`config.mk`:
```
export PLATFORM = sky130hd
export DESIGN_NAME = ppkm_step
export DESIGN_NICKNAME = d
export VERILOG_FILES = /design/src/rtl/ppkm_pkg.sv /design/src/rtl/ppkm_step.sv
export SDC_FILE = /design/constraint.sdc
export NUM_CORES = 1
export LEC_CHECK = 0
export BUFFER_PORTS_ARGS = -buffer_cell sky130_fd_sc_hd__clkbuf_2
export CAP_MARGIN = 20
export CORE_MARGIN = 10
export CORE_UTILIZATION = 53
export DETAILED_ROUTE_END_ITERATION = 8
export GPL_TIMING_DRIVEN = 0
export PLACE_DENSITY_LB_ADDON = 0.3
export SETUP_SLACK_MARGIN = 0.02
export SYNTH_ARGS = -nofsm -noshare
export SYNTH_HDL_FRONTEND = slang
export SYNTH_SLANG_ARGS = --single-unit
```
`constraint.sdc`:
```
create_clock -name clk -period 3.2 [get_ports clk]
set_input_delay 0.16 -clock clk [delete_from_list [all_inputs] [get_ports clk]]
set_output_delay 0.16 -clock clk [all_outputs]
set_load 0.05 [all_outputs]
```
`src/rtl/ppkm_pkg.sv`:
```
package ppkm_pkg;

  // Fixed field widths
  localparam int ADDR_W     = 24;
  localparam int END_W      = 25;
  localparam int PAGE_SHIFT = 12;
  localparam int PAGE_NUM_W = ADDR_W - PAGE_SHIFT;
  localparam int PROT_W     = 3;
  localparam int PKEY_W     = 4;

  // Request command codes
  localparam logic CMD_UPDATE = 1'b0;
  localparam logic CMD_LOOKUP = 1'b1;

  // One table entry: valid mark, protection bits, protection key
  typedef struct packed {
    logic              valid;
    logic [PROT_W-1:0] prot;
    logic [PKEY_W-1:0] pkey;
  } entry_t;

  localparam int ENTRY_W = $bits(entry_t);

  // Controls for the shared page stepper
  typedef struct packed {
    logic load;
    logic advance;
  } step_ctl_t;

  // Sequencer states
  typedef enum logic [2:0] {
    ST_INIT,
    ST_CLEAR,
    ST_IDLE,
    ST_PREP,
    ST_WRITE,
    ST_READ,
    ST_RESP
  } state_t;

endpackage

```
`src/rtl/ppkm_step.sv`:
```
module ppkm_step #(
  parameter int CNT_W = 12
) (
  input  logic                clk,
  input  ppkm_pkg::step_ctl_t ctl,
  input  logic [CNT_W-1:0]    start_val,
  input  logic [CNT_W-1:0]    last_val,
  output logic [CNT_W-1:0]    cnt,
  output logic                at_last
);

  logic [CNT_W-1:0] last;

  // Counter with end bound, loaded per sweep
  always_ff @(posedge clk) begin
    if (ctl.load) begin
      cnt  <= start_val;
      last <= last_val;
    end else if (ctl.advance) begin
      cnt  <= cnt + CNT_W'(1);
    end
  end

  assign at_last = (cnt == last);

endmodule

```
==> metrics.txt, run 1 <==
status=complete, no violations; latest clock arrival within the worst-skew pair=~0.30 ns; top post-synthesis cells by count=24 x edfxtp_1, 14 x xnor2_1, 9 x nand2_1; Final Non-Filler Cells=about 170; routed length per instance=about 15 µm; share of post-route cells with drive strength above 1=35.25%; Pint=between 0.0004 and 0.0005 W; 1st-iter DRT viols=33; DP Worst Slack=between 1 and 1.5 ns; count leader, synth=edfxtp_1; DR vias/cell=5.551; Worst Path Buf+Inv=2; ranking of synthesized cells by area=edfxtp_1 60%, xnor2_1 10%, nand2_1 2.8%; initial antenna violation count=0; starting density of the core=54.65%; fin crit period=~1.9 ns; # IOs=40; Yosys cell types=24; Slew headroom=71.20%; worst reg2reg path startpoint=cnt[0]; number of flops mapped to enable cells by yosys=24; Setup Skew=roughly 0.00062 ns; global-route wire length before repair=about 4.2 mm; Seq cells post-synth=24; nets@finish=around 170; Clock Sinks=24; worst min path class=in -> reg; Seq/Total Area, Yosys=~60%; die height=67.53 µm; Hold Crit Start=last_val[11]; Clk network pwr share=about 17%; CP Max Fanout=7; vias in the first global route=~930; syn_nets=between 100 and 150; GRT overflow=0; Synth Area per Inst=approximately 12 µm²; core footprint=roughly 2200 µm²; Peak Freq=~0.53 GHz; root buf cell=clkbuf_4; Worst VDD drop=about 360 µV; Slew Limit Fails=0; unrepaired setup endpoints after global routing=no; delay-heaviest family, CP=buffers and inverters; Worst setup SP type=flop; mapped cell area=around 1200 µm²; CP Cell Sequence=clkbuf_1 -> xnor2_1 -> nand4_1 -> nor3_1 -> clkbuf_2; CP startpoint=cnt[7]; Tcrit/Tclk final=about three fifths; final WL=2.472 mm; Top FF cell, synth=edfxtp_1; HPWL after DPL=1.945 mm; clock-pin slew on the worst setup and hold paths=between 0.1 and 0.15 ns; Gate Count Post-Synth=96; Setup CP Type=reg -> out; total track usage=approximately 12%; Lkg Pwr=around 0.56 nW; yosys warns=0; IO Port Bufs=39; row count=17; Flop pwr share=58.1%; Synth top area share=between 60% and 70%; Sw Pwr=~0.00023 W; Cells after DPL=between 150 and 200; Critical Path Sink Type=output port; CP peak stage delay=about 0.36 ns; PwrDens=around 490 nW/µm²; Async SR Flop Fraction=0%; DRC=0; Bufs on Longest Clock Path=2; Worst Slack Setup Final=approximately 1.3 ns; slowest CP cell=edfxtp_1; CP required=between 3 and 4 ns; critical path arrival=1.73 ns; switching part of the total=roughly a third; Final Cell Area=approximately 1500 µm²; Via Count=between 900 and 1,000; number of CTS-inserted buffers=3; setup violators final=0; CTS resizes=0; GP Congestion=0.8417; largest net degree at the start of global routing=14; Area Overhead vs Synth=21.94%; Combinational Power Share=between 20 and 25%; total power=0.0007211 W; Pre-antenna DRT Iters=4; Chip Width=around 68 µm; maxcap violations=0; setup TNS=0 ns; worst slew pin tran=approximately 0.43 ns; Antenna Nets Post-Route=0; Die Area=4560 µm²; Synth area leader=edfxtp_1; Hold Fails Final Rpt=0; DP Area=about 1400 µm²; CTS tree=built; ant diodes=0; H-tree Lvls=1
==> power groups by stage <==
stage | Combinational (W) | Sequential, W | Clock (W)
5_1_grt | 0.000193 | 0.000425 | 0.000147
6_report | 0.000177 | 0.000419 | 0.000125
4_1_cts | 0.000178 | 0.000419 | 0.000129
3_5_place_dp | 0.000177 | 0.000426 | 0
3_3_place_gp | 0.000173 | 0.000424 | 0
2_1_floorplan | 0.0000680 | 0.000480 | 0
==> stage by stage <==
stage / util (%) / hold slack (ns)
floorplan: - / 0.2589
global placement: 65.16 / 0.3372
detailed placement: 65.16 / 0.3386
CTS: 66.19 / 0.01266
global route: 66.65 / 0.003537
finish: 66.65 / 0.01997
==> layer usage <==
| layer | vias to the layer above | routed length, µm | GRT usage [%] |
|---|---|---|---|
| li1 | 456 | - | - |
| met1 | 412 | 1019 | 14.82 |
| met2 | 54 | 1129 | 18.90 |
| met3 | 5 | 287 | 3.967 |
| met4 | 0 | 36 | 5.641 |
| met5 | - | 0 | 0 |
==> path summary, 6_finish.rpt <==
kind         slack (ns)  endpoint  cells past startpoint
max                1.31   at_last                      5
min                0.02  last[11]                      1
max reg2reg        1.47   cnt[10]                      4
min reg2reg        0.76    cnt[0]                      1
==> worst register-to-register path: stages, from the launching register on <==
cell and delay, ns:
edfxtp_1 0.49, ha_1 0.25, nand3_2 0.17, or4_1 0.51
a31oi_1 0.18
==> logic make-up after synthesis <==
family / Yosys count / synth area share (%)
and+or+nand+nor: 34 / 16.30
muxes: 1 / 0.9404
buffers and inverters: 6 / 1.881
adders and majority gates: 1 / 1.045
xor gates and xnor gates: 15 / 10.97
DFF: 24 / 60.19
AOI/OAI and AO/OA: 15 / 8.673
==> cell usage in the layout, fill, tap and decap left out <==
| cell | Yosys | layout |
|---|---|---|
| clkbuf_2 | 0 | 39 |
| edfxtp_1 | 24 | 24 |
| xnor2_1 | 14 | 14 |
| nand2_1 | 9 | 9 |
| nand3_1 | 5 | 5 |
| or4_1 | 4 | 4 |
| nor2_1 | 4 | 4 |
| o21ai_0 | 4 | 4 |
| nand4_1 | 4 | 4 |
| clkbuf_1 | 3 | 3 |
| o31ai_1 | 3 | 3 |
| a31oi_1 | 3 | 3 |
| o211ai_1 | 3 | 3 |
| clkbuf_4 | 0 | 3 |
| nand3_2 | 2 | 2 |
| inv_1 | 2 | 2 |
| nor3_1 | 2 | 2 |
| or4_2 | 2 | 2 |
| clkinv_1 | 1 | 1 |
| nand4_2 | 1 | 1 |
| o311a_1 | 1 | 1 |
| a221o_1 | 1 | 1 |
| xor2_1 | 1 | 1 |
| mux2_2 | 1 | 1 |
| or2_2 | 1 | 1 |
| ha_1 | 1 | 1 |
| dlygate4sd3_1 | 0 | 1 |
==> state kept, by name (all words and copies together), names as in the netlist <==
name  count
cnt      12
last     12
==> final cells by class <==
class / instances / area [µm²]
Timing Repair Buffer: 40 / 205.2
Multi-Input combinational cell: 66 / 454.2
Tap cell: 28 / 35.03
Fill cell: 184 / 730.7
Sequential cell: 24 / 720.7
Inverter: 3 / 11.26
Buffer: 3 / 11.26
Clock buffer: 3 / 22.52
==> what timing repair did <==
item	4_1_cts	5_1_grt
hold buffers	0	1
endpoints found under the hold margin	0	1
setup buffers	0	0
Power figures use the tool's default switching activity.
==> inputs of run 2 (changes only) <==
CORE_ASPECT_RATIO = 0.5   (was default)
CORE_UTILIZATION = 44   (was 53)
clock period = 1.7 ns   (was 3.2 ns; I/O delays follow)
==> metrics.txt, run 2 (synthesis gave the netlist of run 1 again) <==
fin crit period=~1.6 ns; final WL=about 3.0 mm; DRC=0; die height=56.89 µm; row count=13; Filler Cell Count=around 200; DR vias/cell=about 5; reg-to-reg endpoint=cnt[8]; Clock Sinks=24; CP required=between 1.5 and 2 ns; Final Non-Filler Cells=a little under 200; Hold Crit Start=start_val[2]; number of CTS-inserted buffers=3; latest clock arrival within the worst-skew pair=about 0.27 ns; unrepaired setup endpoints after global routing=yes; WHS Endpoint=cnt[2]; worst min path class=in -> reg; core footprint=~2600 µm²; Antenna Nets Post-Route=0; Chip Width=~94 µm; # IOs=40; maxcap violations=0; setup violators final=0; Lkg Pwr=between 0.6 and 0.7 nW; CTS tree=built; Worst VDD drop=approximately 760 µV; Slew Limit Fails=0; vias in the first global route=approximately 1,000; IO Port Bufs=39; area of the multi-input gates=slightly above 500 µm²; share of post-route cells with drive strength above 1=between 30 and 40%; global-route wire length before repair=roughly 4.9 mm; Tcrit/Tclk final=a little over nine tenths; Pre-antenna DRT Iters=4; GRT overflow=0; 1st-iter DRT viols=~90; routed length per instance=roughly 15 µm; Cells after DPL=around 170; slowest CP cell=edfxtp_1; DP Worst Slack=-0.1468 ns; Via Count=~1,000; routed wl met3=~230 µm; Peak Freq=roughly 0.61 GHz; Critical Path Sink Type=output port; Worst setup SP type=flop; r2r setup slk=roughly 0.07 ns; total track usage=about 11%; CP Max Fanout=6; status=complete, no violations; Hold Fails Final Rpt=0; H-tree Lvls=1; Reg area=between 700 and 800 µm²; Setup Skew=between 0.003 and 0.004 ns; GP Congestion=around 0.8; largest net degree at the start of global routing=15; Worst Slack Setup Final=~0.05 ns; PwrDens=slightly below 1000 nW/µm²; DR top layer=met3; setup TNS=0 ns; Bufs on Longest Clock Path=2; Area Overhead vs Synth=46.50%; commonest cells after routing, fill and taps aside=39 x clkbuf_2, 24 x edfxtp_1, 13 x xnor2_1, 12 x dlygate4sd3_1, 9 x nand2_1; commonest non-fill, non-tap cell in the layout=clkbuf_2; clock-pin slew on the worst setup and hold paths=around 0.09 ns; starting density of the core=46.01%; Slew headroom=just over 70%; Reg2Reg Depth=4; initial antenna violation count=0; ant diodes=0; Setup CP Type=reg -> out; hold depth=3; wire length on met1=roughly 1.3 mm; critical path arrival=1.56 ns; Largest regs=cnt x12, last x12; CP peak stage delay=~0.56 ns; CP Cell Sequence=xnor2_1 -> nand4_1 -> nor3_2 -> buf_6; nets@finish=around 190; worst reg2reg path startpoint=cnt[1]; Die Area=about 5300 µm²; met2 routed WL=1.526 mm; root buf cell=clkbuf_8; worst slew pin tran=0.4125 ns
==> run 2: cell count changes in the layout (fill, tap and decap cells not counted), moves of 3 or more <==
cell	previous run	this run
dlygate4sd3_1	1	12
buf_4	0	8
clkbuf_4	3	0
clkbuf_8	0	3
==> run 2: critical path: cells and delay by family, from the launching register on <==
kind          cells  cell delay, ns
xor+xnor          1            0.23
buf+inv           1            0.18
simple gates      2            0.31
flops             1            0.56
==> run 2: how the worst max path moves through the flow <==
stage                     startpoint  endpoint  depth (start not counted)
after CTS                     cnt[0]   at_last                          4
after global routing          cnt[2]   at_last                          4
after global placement        ctl[1]    cnt[8]                          5
after floorplan               cnt[0]    cnt[8]                          4
after detailed placement      ctl[1]    cnt[8]                          5
final                         cnt[2]   at_last                          4
==> run 2: layout make-up <==
class / count / area share, %
tap: 37 / 2.639
inverter: 3 / 0.6419
clock inverter: 1 / 1.712
timing repair buffer: 60 / 22.40
clock buffer: 3 / 2.354
multi-input combinational: 66 / 28.67
sequential: 24 / 41.08
buffer: 2 / 0.4993
==> run 2: what timing repair did <==
action | CTS | global route
hold endpoints to repair | 12 | 0
pin swaps | 2 | 5
setup endpoints to repair | 2 | 5
gates resized for setup | 1 | 7
setup buffers | 3 | 6
hold buffers | 12 | 0
==> run 2: per-stage QoR <==
| stage | util, % | hold slack (ns) | power, W | area (µm²) |
|---|---|---|---|---|
| global placement | 56.54 | 0.2622 | 0.001149 | 1471 |
| global route | 67.40 | 0.1008 | 0.001798 | 1754 |
| CTS | 64.71 | 0.08794 | 0.001688 | 1684 |
| floorplan | - | 0.1839 | 0.001047 | 1230 |
| finish | 67.40 | 0.09231 | 0.001715 | 1754 |
| detailed placement | 56.54 | 0.2637 | 0.001156 | 1471 |
==> run 2: power by group <==
part           switching [W]  total (W)  internal, W
sequential         0.0000784   0.000800     0.000722
clock               0.000186   0.000500     0.000315
combinational       0.000238   0.000414     0.000176
==> run 2: layer usage <==
metal / up-vias / GRT usage (%)
met2: 36 / 19.69
met5: - / 0
li1: 495 / -
met3: 0 / 4.106
met4: 0 / 2.581
met1: 476 / 13.31
==> inputs of run 3 (changes only) <==
RECOVER_POWER = 100   (was default)
==> metrics.txt, run 3 (synthesis gave the netlist of run 1 again) <==
Largest regs=cnt x12, last x12; Peak Freq=slightly above 0.6 GHz; root buf cell=clkbuf_8; Via Count=approximately 1,000; ant diodes=0; worst slew pin tran=just over 0.9 ns; Final Non-Filler Cells=just under 200; CP Max Fanout=6; DRC=0; unrepaired setup endpoints after global routing=yes; Worst setup SP type=flop; CP required=between 1.5 and 2 ns; Worst VDD drop=about 760 µV; Antenna Nets Post-Route=0; Die Area=around 5300 µm²; DP Area=roughly 1500 µm²; H-tree Lvls=1; initial antenna violation count=0; CTS tree=built; r2r setup slk=0.07 ns; setup violators final=0; Crit. path cell count=4; vias in the first global route=between 1,000 and 1,500; IO Port Bufs=39; Clock Sinks=24; Worst Path Buf+Inv=1; Reg2Reg Depth=4; global-route wire length before repair=4.905 mm; share of post-route cells with drive strength above 1=a little under two fifths; latest clock arrival within the worst-skew pair=between 0.2 and 0.3 ns; Final Cell Area=between 1500 and 2000 µm²; Bufs on Longest Clock Path=2; total track usage=11.47%; commonest cells after routing, fill and taps aside=37 x clkbuf_2, 24 x edfxtp_1, 13 x xnor2_1, 12 x dlygate4sd3_1, 9 x nand2_1; maxcap violations=0; status=complete, no violations; worst setup path end=at_last; fin crit period=approximately 1.7 ns; routed length per instance=roughly 15 µm; nets@finish=approximately 190; core footprint=between 2000 and 3000 µm²; Tcrit/Tclk final=97.37%; Chip Width=approximately 94 µm; Setup CP Type=reg -> out; 1st-iter DRT viols=89; post-layout util=roughly two thirds; GP Congestion=0.7776; CP Cell Sequence=xnor2_1 -> nand4_1 -> nor3_2 -> buf_6; CP startpoint=cnt[2]; Cells after DPL=about 170; worst min path class=in -> reg; Slew headroom=38.01%; slowest CP cell=edfxtp_1; CP peak stage delay=roughly 0.56 ns; Slew Limit Fails=0; final WL=3.034 mm; Pre-antenna DRT Iters=4; Setup Skew=between 0.004 and 0.005 ns; Hold Fails Final Rpt=0; # IOs=40; reg-to-reg endpoint=cnt[8]; PwrDens=979.2 nW/µm²; DR vias/cell=5.153; Critical Path Sink Type=output port; critical path arrival=1.57 ns; starting density of the core=46.01%; Worst Slack Setup Final=approximately 0.045 ns; DP Worst Slack=-0.1468 ns; GRT overflow=0; die height=56.89 µm; row count=13; number of CTS-inserted buffers=3; commonest non-fill, non-tap cell in the layout=clkbuf_2; worst reg2reg path startpoint=cnt[1]; delay-heaviest family, CP=flip-flops; Lkg Pwr=about 0.67 nW; Area Overhead vs Synth=46.29%; largest net degree at the start of global routing=15; clock-pin slew on the worst setup and hold paths=0.09 ns
-- run 3: cell types whose count changed in the layout (fill, tap and decap cells not counted) --
cell | before | now
clkbuf_1 | 1 | 3
clkbuf_2 | 39 | 37
or2_0 | 0 | 1
or2_2 | 1 | 0
-- run 3: how the worst min path moves through the flow --
stage	from	endpoint	cells after the start
2_1_floorplan	last_val[0]	last[0]	0
3_3_place_gp	last_val[11]	last[11]	1
3_5_place_dp	last_val[10]	last[10]	1
4_1_cts	start_val[2]	cnt[2]	3
5_1_grt	start_val[7]	cnt[7]	3
6_report	start_val[2]	cnt[2]	3
-- run 3: cell type report --
class / count / area, µm²
Timing Repair Buffer: 60 / 390.4
Buffer: 2 / 8.758
Multi-Input combinational cell: 66 / 503.0
Fill cell: 203 / 850.8
Clock buffer: 3 / 41.29
Tap cell: 37 / 46.29
Clock inverter: 1 / 30.03
Sequential cell: 24 / 720.7
Inverter: 3 / 11.26
-- run 3: repair_timing --
item,CTS,global route
gates cloned,0,0
hold buffers,12,0
resized for setup,1,7
setup endpoints to repair,2,5
endpoints found under the hold margin,12,0
setup buffers,3,6
pin swaps,2,5
-- run 3: through the flow --
stage	TNS, ns	hold WS, ns	total power [W]
after floorplan	-0.9628	0.1839	0.001047
after global placement	-0.1590	0.2622	0.001149
after detailed placement	-0.1620	0.2637	0.001156
after CTS	0	0.08794	0.001688
after global routing	-0.02935	0.1008	0.001796
final	0	0.09174	0.001715
-- run 3: power by group --
part | switching, W | internal [W]
Sequential | 0.0000783 | 0.000722
Clock | 0.000187 | 0.000315
Combinational | 0.000238 | 0.000175
Total | 0.000503 | 0.00121
-- run 3: layer usage --
metal	wire (µm)	part of all wire (%)	track usage, %	vias to the layer above
met2	1519	50	19.69	37
met1	1284	42	13.31	477
met3	230	7.6	4.106	0
met4	0	0	2.581	0
met5	0	0	0	-
li1	-	-	-	496
-- run 3: worst min-delay path, stage by stage --
cell and delay, ns:
clkbuf_2 0.08, nand2_1 0.04, o21ai_0 0.05
